$ cat config.mk
export PLATFORM = sky130hd
export DESIGN_NAME = binary_min_heap_queue_core
export DESIGN_NICKNAME = d
export VERILOG_FILES = /design/src/sv/bmhq_pkg.sv /design/src/sv/binary_min_heap_queue_core.sv
export SDC_FILE = /design/constraint.sdc
export NUM_CORES = 2
export LEC_CHECK = 0
export ABC_AREA = 1
export BUFFER_PORTS_ARGS = -buffer_cell sky130_fd_sc_hd__buf_2
export CAP_MARGIN = 20
export CORE_MARGIN = 5
export CORE_UTILIZATION = 60
export CTS_BUF_LIST = sky130_fd_sc_hd__clkbuf_16
export DETAILED_ROUTE_END_ITERATION = 8
export GPL_TIMING_DRIVEN = 0
export PLACE_DENSITY = 0.76
export SLEW_MARGIN = 15
export SYNTH_ARGS = -nofsm -noshare
export SYNTH_HDL_FRONTEND = slang
export SYNTH_SLANG_ARGS = --single-unit
$ cat constraint.sdc
create_clock -name clk -period 17.8 [get_ports clk]
set_input_delay 5.34 -clock clk [delete_from_list [all_inputs] [get_ports clk]]
set_output_delay 5.34 -clock clk [all_outputs]
set_load 0.02 [all_outputs]
$ cat src/sv/bmhq_pkg.sv
// Shared constants and codes for the binary min-heap queue.
`default_nettype none

package bmhq_pkg;

	// default geometry
	localparam int CAPACITY_DEF  = 64;
	localparam int KEY_WIDTH_DEF = 32;

	// operation selector carried on s_tuser
	localparam logic ACT_PUSH = 1'b0;
	localparam logic ACT_POP  = 1'b1;

	// result status code
	typedef enum logic [1:0] {
		ST_OK    = 2'd0,
		ST_FULL  = 2'd1,
		ST_EMPTY = 2'd2
	} status_t;

endpackage

`default_nettype wire

$ cat src/sv/binary_min_heap_queue_core.sv
// Binary min-heap priority queue: sequencer, heap store and result register.
//
// Usage: each word on the s_ side is one operation. s_tuser selects it (0 push,
// 1 pop) and s_tdata carries the key for a push. Every operation returns exactly
// one word on the m_ side: the smallest key held afterwards (0 when empty), the
// entry count, an empty flag and a status (ok, push refused as full, pop refused
// as empty). A refused operation leaves the store untouched.
// Refused operations and a pop that empties the queue go straight to the result
// state; other operations first sift through the single-port store. s_tready is
// high only while the sequencer is idle, so the next word is taken only after
// the result is loaded.
// Reset: arst_n clears the entry count and the control state; the heap store
// itself is not cleared, only entries below the count are ever read.
// Stall: the result sits in an output register. A new operation may be taken
// while it waits; that operation then holds its own result until the old one
// has been taken, and no further word is accepted meanwhile.
`default_nettype none

module binary_min_heap_queue_core #(
	parameter int CAPACITY  = bmhq_pkg::CAPACITY_DEF,
	parameter int KEY_WIDTH = bmhq_pkg::KEY_WIDTH_DEF
) (
	input  wire logic clk,
	input  wire logic arst_n,
	// input channel
	input  wire logic s_tvalid,
	output logic      s_tready,
	// s_tdata: value (KEY_WIDTH bits), zero padding up to a whole byte
	input  wire logic [((KEY_WIDTH + 7) / 8) * 8 - 1:0] s_tdata,
	// s_tuser: action (1 bit), 0 push, 1 pop
	input  wire logic s_tuser,
	// result channel
	output logic      m_tvalid,
	input  wire logic m_tready,
	// m_tdata: top_value (KEY_WIDTH), entry_count (clog2(CAPACITY+1)), is_empty (1),
	//          status (2), zero padding up to a whole byte
	output logic [((KEY_WIDTH + $clog2(CAPACITY + 1) + 3 + 7) / 8) * 8 - 1:0] m_tdata
);

	localparam int AW  = (CAPACITY > 1) ? $clog2(CAPACITY) : 1; // store address
	localparam int CW  = $clog2(CAPACITY + 1);                   // entry count
	localparam int IW  = AW + 2;                                 // child index
	localparam int MDW = ((KEY_WIDTH + CW + 3 + 7) / 8) * 8;

	typedef enum logic [2:0] {
		S_IDLE,
		S_UP_CHK,   // sift up: fetch parent or settle at root
		S_UP_CMP,   // sift up: compare parent with key
		S_POP_LD,   // pop: last entry arrives as the new key
		S_DN_CHK,   // sift down: fetch left child or settle at leaf
		S_DN_L,     // sift down: left child arrives, fetch right or decide
		S_DN_R,     // sift down: right child arrives, decide
		S_FIN       // hand result to the output register
	} state_t;

	state_t            state_q;
	logic [CW-1:0]     count_q;
	logic [AW-1:0]     pos_q;      // current hole position
	logic [KEY_WIDTH-1:0] key_q;   // key being sifted
	logic [KEY_WIDTH-1:0] lval_q;  // left child during sift down
	logic [KEY_WIDTH-1:0] top_q;   // shadow of store entry 0
	bmhq_pkg::status_t status_q;
	logic              m_tvalid_q;
	logic [MDW-1:0]    m_tdata_q;

	// heap store, single port
	logic [KEY_WIDTH-1:0] mem [CAPACITY];
	logic [KEY_WIDTH-1:0] rdata_q;
	logic                 re, we;
	logic [AW-1:0]        raddr, waddr;
	logic [KEY_WIDTH-1:0] wdata;

	logic                 s_accept;
	logic                 act_pop;
	logic [KEY_WIDTH-1:0] in_key;
	logic [AW-1:0]        parent;
	logic [IW-1:0]        l_idx, r_idx, count_x;
	logic                 l_in, r_in;
	logic                 up_move, left_move, take_r, take_l;
	logic                 out_free;
	logic [KEY_WIDTH-1:0] top_out;

	assign s_tready = (state_q == S_IDLE);
	assign s_accept = s_tvalid && s_tready;
	assign act_pop  = (s_tuser == bmhq_pkg::ACT_POP);
	assign in_key   = s_tdata[KEY_WIDTH-1:0];

	// index arithmetic around the hole
	assign parent  = (pos_q - AW'(1)) >> 1;
	assign l_idx   = {1'b0, pos_q, 1'b1};
	assign r_idx   = l_idx + IW'(1);
	assign count_x = IW'(count_q);
	assign l_in    = (l_idx < count_x);
	assign r_in    = (r_idx < count_x);

	// comparators per state, against the registered read word and the held left child
	assign up_move   = (rdata_q > key_q);
	assign left_move = (rdata_q < key_q);
	assign take_r    = (rdata_q < lval_q) && (rdata_q < key_q);
	assign take_l    = !take_r && (lval_q < key_q);

	assign out_free = !m_tvalid_q || m_tready;
	assign top_out  = (count_q == '0) ? '0 : top_q;

	// store port control
	always_comb begin
		re    = 1'b0;
		raddr = '0;
		we    = 1'b0;
		waddr = pos_q;
		wdata = key_q;
		case (state_q)
			S_IDLE: begin
				// pop with more than one entry: fetch the last one
				if (s_accept && act_pop && (count_q > CW'(1))) begin
					re    = 1'b1;
					raddr = AW'(count_q - CW'(1));
				end
			end
			S_UP_CHK: begin
				if (pos_q == '0) begin
					we = 1'b1;
				end else begin
					re    = 1'b1;
					raddr = parent;
				end
			end
			S_UP_CMP: begin
				we = 1'b1;
				if (up_move) begin
					wdata = rdata_q;
				end
			end
			S_DN_CHK: begin
				if (l_in) begin
					re    = 1'b1;
					raddr = l_idx[AW-1:0];
				end else begin
					we = 1'b1;
				end
			end
			S_DN_L: begin
				if (r_in) begin
					re    = 1'b1;
					raddr = r_idx[AW-1:0];
				end else begin
					we = 1'b1;
					if (left_move) begin
						wdata = rdata_q;
					end
				end
			end
			S_DN_R: begin
				we = 1'b1;
				if (take_r) begin
					wdata = rdata_q;
				end else if (take_l) begin
					wdata = lval_q;
				end
			end
			default: begin
			end
		endcase
	end

	always_ff @(posedge clk) begin
		if (we) begin
			mem[waddr] <= wdata;
		end
		if (re) begin
			rdata_q <= mem[raddr];
		end
	end

	// sequencer and result register
	always_ff @(posedge clk or negedge arst_n) begin
		if (!arst_n) begin
			state_q    <= S_IDLE;
			count_q    <= '0;
			pos_q      <= '0;
			key_q      <= '0;
			lval_q     <= '0;
			top_q      <= '0;
			status_q   <= bmhq_pkg::ST_OK;
			m_tvalid_q <= 1'b0;
			m_tdata_q  <= '0;
		end else begin
			// result loaded once the register is free, else dropped when taken
			if ((state_q == S_FIN) && out_free) begin
				m_tvalid_q <= 1'b1;
			end else if (m_tready) begin
				m_tvalid_q <= 1'b0;
			end
			// any write to the root also refreshes the top shadow
			if (we && (waddr == '0)) begin
				top_q <= wdata;
			end
			case (state_q)
				S_IDLE: begin
					if (s_accept) begin
						if (!act_pop) begin
							if (count_q == CW'(CAPACITY)) begin
								status_q <= bmhq_pkg::ST_FULL;
								state_q  <= S_FIN;
							end else begin
								status_q <= bmhq_pkg::ST_OK;
								key_q    <= in_key;
								pos_q    <= AW'(count_q);
								count_q  <= count_q + CW'(1);
								state_q  <= S_UP_CHK;
							end
						end else begin
							if (count_q == '0) begin
								status_q <= bmhq_pkg::ST_EMPTY;
								state_q  <= S_FIN;
							end else begin
								status_q <= bmhq_pkg::ST_OK;
								count_q  <= count_q - CW'(1);
								state_q  <= (count_q == CW'(1)) ? S_FIN : S_POP_LD;
							end
						end
					end
				end
				S_UP_CHK: begin
					state_q <= (pos_q == '0) ? S_FIN : S_UP_CMP;
				end
				S_UP_CMP: begin
					if (up_move) begin
						pos_q   <= parent;
						state_q <= S_UP_CHK;
					end else begin
						state_q <= S_FIN;
					end
				end
				S_POP_LD: begin
					key_q   <= rdata_q;
					pos_q   <= '0;
					state_q <= S_DN_CHK;
				end
				S_DN_CHK: begin
					state_q <= l_in ? S_DN_L : S_FIN;
				end
				S_DN_L: begin
					lval_q <= rdata_q;
					if (r_in) begin
						state_q <= S_DN_R;
					end else if (left_move) begin
						pos_q   <= l_idx[AW-1:0];
						state_q <= S_DN_CHK;
					end else begin
						state_q <= S_FIN;
					end
				end
				S_DN_R: begin
					if (take_r) begin
						pos_q   <= r_idx[AW-1:0];
						state_q <= S_DN_CHK;
					end else if (take_l) begin
						pos_q   <= l_idx[AW-1:0];
						state_q <= S_DN_CHK;
					end else begin
						state_q <= S_FIN;
					end
				end
				S_FIN: begin
					// wait here while the previous result is still unclaimed
					if (out_free) begin
						m_tdata_q  <= MDW'({status_q, (count_q == '0), count_q, top_out});
						state_q    <= S_IDLE;
					end
				end
				default: begin
					state_q <= S_IDLE;
				end
			endcase
		end
	end

	assign m_tvalid = m_tvalid_q;
	assign m_tdata  = m_tdata_q;

	// entry count never goes beyond the store
	a_count_range: assert property (@(posedge clk) disable iff (!arst_n)
		count_q <= CW'(CAPACITY))
		else $error("entry count beyond capacity");

	// a refused push leaves the count alone and reports full
	a_full_push: assert property (@(posedge clk) disable iff (!arst_n)
		(s_accept && !act_pop && (count_q == CW'(CAPACITY)))
		|=> (count_q == CW'(CAPACITY)) && (status_q == bmhq_pkg::ST_FULL))
		else $error("push on full store altered state");

	// a refused pop leaves the count at zero and reports empty
	a_empty_pop: assert property (@(posedge clk) disable iff (!arst_n)
		(s_accept && act_pop && (count_q == '0))
		|=> (count_q == '0) && (status_q == bmhq_pkg::ST_EMPTY))
		else $error("pop on empty store altered state");

	// the hole lies inside the occupied part of the store whenever a sift step checks it
	a_hole_range: assert property (@(posedge clk) disable iff (!arst_n)
		((state_q == S_UP_CHK) || (state_q == S_DN_CHK)) |-> (CW'(pos_q) < count_q))
		else $error("sift position outside occupied entries");

	// the empty flag of a result agrees with its entry count
	a_empty_flag: assert property (@(posedge clk) disable iff (!arst_n)
		m_tvalid_q |-> (m_tdata_q[KEY_WIDTH+CW] == (m_tdata_q[KEY_WIDTH+CW-1:KEY_WIDTH] == '0)))
		else $error("empty flag disagrees with entry count");

endmodule

`default_nettype wire

==> impl_metrics.json <==
{
  "synthXorXnorAreaFrac": 0.00120,
  "clock_path_buffers": 3,
  "routed-wl-met3_um": 45800,
  "cts_tree": "yes",
  "post-route-min-period_ns": 8.62,
  "path_cells": "clkbuf_1, inv_2, nor2_4, nand2_2, nor2_1, a21oi_1, nand3_1, clkbuf_1, clkbuf_1, nand3_1, nand3_1, nand2_1, nand2_1, nand2_1",
  "place.gp.congestion": 1.03,
  "cts_htree_levels": 4,
  "synth-seq-cells": 2237,
  "wl_met1_um": 112000,
  "yosys-top-cells-area": "edfxtp_1 (66%), nand2_1 (11%), nand3_1 (10%)",
  "antenna_found_initial": 22,
  "r2r-end": "rdata_q[0]",
  "worst_setup_path_end_kind": "register",
  "top_layer_used": "met4",
  "cts_sinks": 2237,
  "wl_met2_um": 142000,
  "via_per_inst": 6.41,
  "min_path_cells": 2,
  "cts.repair.resized": 0,
  "maxCapViolations": 0,
  "ctsHoldBuffers": 0,
  "maxSlewViolCount": 0,
  "die_h_um": 408,
  "drc": 0,
  "cp.buffers_inverters": 4,
  "synth_commonest_cells": "nand2_1 (2,749), edfxtp_1 (2,080), nand3_1 (1,985)",
  "wl_per_cell_um": 29.3,
  "setup_viol": 0,
  "r2r-start": "pos_q[0]",
  "clk_latency_ns": 0.88,
  "hp-class": "register to register",
  "synth_fa_ha_area_frac": 0.0148,
  "muxShareOfSynthArea": 0,
  "fin_nets": 9014,
  "finalHoldViolations": 0,
  "synthFlopType": "edfxtp_1",
  "via_count": 71300,
  "tns_ns": 0,
  "clkSlewWorstSetupHoldPaths_ns": 0.07,
  "synth_area_per_cell_um2": 11.3,
  "drt_pass1_iterations": 9,
  "coreArea_um2": 158000,
  "synth_cells": 8426,
  "die_x_um": 408,
  "dieArea_um2": 166000,
  "drt-initial-drc-count": 12000,
  "start_util": 0.601,
  "max_slew_margin": 0.215,
  "synth_top_area_frac": 0.658,
  "drive_above_1_share": 0.116,
  "critical_path_depth": 14,
  "finalCritPeriodShare": 0.484,
  "overflow": 0,
  "grt_usage": 0.385,
  "ys_seq_area_frac": 0.700,
  "endpoint": "rdata_q[0]",
  "syn_area_um2": 94900,
  "r2r_slack_ns": 12.04,
  "fin_skew_ns": 0.0818,
  "rsz0062_at_grt": "no",
  "routed_wl_um": 326000,
  "numPortBuffers": 79,
  "cp-startpoint": "s_tuser",
  "cp_slowest_cell": "clkbuf_1",
  "cp.required_ns": 18.38,
  "row_count": 146,
  "synthToLayoutAreaGrowth_pct": 14.4,
  "synth_top_family_by_area": "simple AND/OR/NAND/NOR gates",
  "yosys.area.top_type": "edfxtp_1",
  "yosysMostFrequentCell": "nand2_1",
  "synth_edf_count": 2080,
  "cp-start-kind": "input pin",
  "cts-root-buf": "clkbuf_16",
  "yosysWarnings": 0,
  "tightest_slew_ns": 1.18,
  "fmax_mhz": 116,
  "first_global_vias": 67600,
  "worstSetupPathType": "input pin to register",
  "dp_hpwl_um": 228000,
  "final_util": 0.688,
  "cp_top_family": "buffers and inverters",
  "post_cts_buffers": 0,
  "outcome": "complete, no violations",
  "critPathMaxStageDelay_ns": 0.89,
  "cts_buffers": 219,
  "synth_compound_area_frac": 0.0173,
  "grt_pass1_wl_um": 462000,
  "crit_arrival_ns": 9.20,
  "r2r_cells": 19,
  "ant_nets": 0,
  "io_pins": 87,
  "crit_path_max_fanout": 10,
  "grt_max_degree": 99,
  "yosys.cell_types.count": 44,
  "async_flop_share": 0.0702,
  "yosys.area_share.simple": 0.226
}
-- worst min path at each step --
| stage | slack (ns) | from | end |
|---|---|---|---|
| finish | 0.48 | top_q[8] | top_q[8] |
| global route | 0.50 | top_q[27] | m_tdata[27] |
| CTS | 0.48 | m_tdata[41] | m_tdata[41] |
| detailed placement | 0.46 | m_tdata[41] | m_tdata[41] |
| global placement | 0.46 | m_tdata[41] | m_tdata[41] |
| floorplan | 0.45 | status_q[1] | m_tdata[41] |
-- metrics by stage --
step / cell area [um^2] / hold slack [ns] / cells / setup slack (ns)
global route: 109000 / 0.500 / 11100 / 9.29
finish: 109000 / 0.482 / 11100 / 9.18
global placement: 97900 / 0.457 / 10600 / 5.98
floorplan: 94900 / 0.449 / 8431 / 10.44
CTS: 109000 / 0.479 / 11100 / 9.45
detailed placement: 102000 / 0.464 / 10700 / 8.59
-- logic make-up after synthesis --
| kind of cell | count (synthesis) |
|---|---|
| xor+xnor | 13 |
| simple gates | 5005 |
| buf+inv | 777 |
| flops | 2237 |
| fa+ha+maj | 112 |
| other cells | 1 |
| compound gates | 281 |
-- worst reg2reg max path, cell delays in order, from the launching register on --
cell      delay [ns]
dfrtp_1         0.57
inv_2           0.20
nor3_1          0.51
a31oi_1         0.14
a21oi_1         0.23
ha_1            0.27
inv_1           0.07
nor2_1          0.04
nor2_1          0.28
nand2_2         0.16
nor2_2          0.20
nand2_1         0.08
nand3_1         0.18
clkbuf_1        0.90
clkbuf_1        0.69
nand3_1         0.47
nand3_1         0.18
nand2_1         0.20
nand2_1         0.11
nand2_1         0.05
-- layout by cell type (no fill, tap or decap), drive strengths merged, types with 4 or more instances in the layout --
cell	netlist	layout
nand2	2755	2755
edfxtp	2080	2080
nand3	1988	1988
buf	428	641
inv	265	316
clkbuf	80	304
nor2	205	205
dfrtp	157	157
o21ai	114	114
ha	112	112
clkinv	4	109
a21oi	75	75
a22o	32	32
a31oi	31	31
nor3	23	23
nand4	20	20
bufinv	0	15
o211ai	12	12
diode	0	11
xor2	11	11
o21a	6	6
conb	1	6
and2	6	6
clkinvlp	0	5
a21o	4	4
-- flip-flops by register name, summed over array words and instances (netlist names) --
| name | flops |
|---|---|
| key_q | 32 |
| m_tvalid | 1 |
| lval_q | 32 |
| status_q | 2 |
| m_tdata | 42 |
| rdata_q | 32 |
| count_q | 7 |
| pos_q | 6 |
| mem | 2048 |
| state_q | 3 |
| top_q | 32 |
-- final cells by class --
class	count	area [um^2]
inverters	269	1020
fillers	11100	49300
diodes	11	27.5
plain buffers	508	2860
clock inverters	176	1270
flip-flops and latches	2237	66400
repair buffers	213	3390
well taps	2072	2590
multi-input cells	5417	25400
clock buffers	224	5610
-- per-layer routing --
metal / vias to the layer above / global-route usage
met5: - / 0
met3: 1159 / 0.113
met4: 0 / 0.252
met1: 34300 / 0.501
li1: 30400 / -
met2: 5500 / 0.570
Power is left out: the tool's default activity adds up to more than one toggle a clock period on the data nets, which glitch-free logic cannot reach.
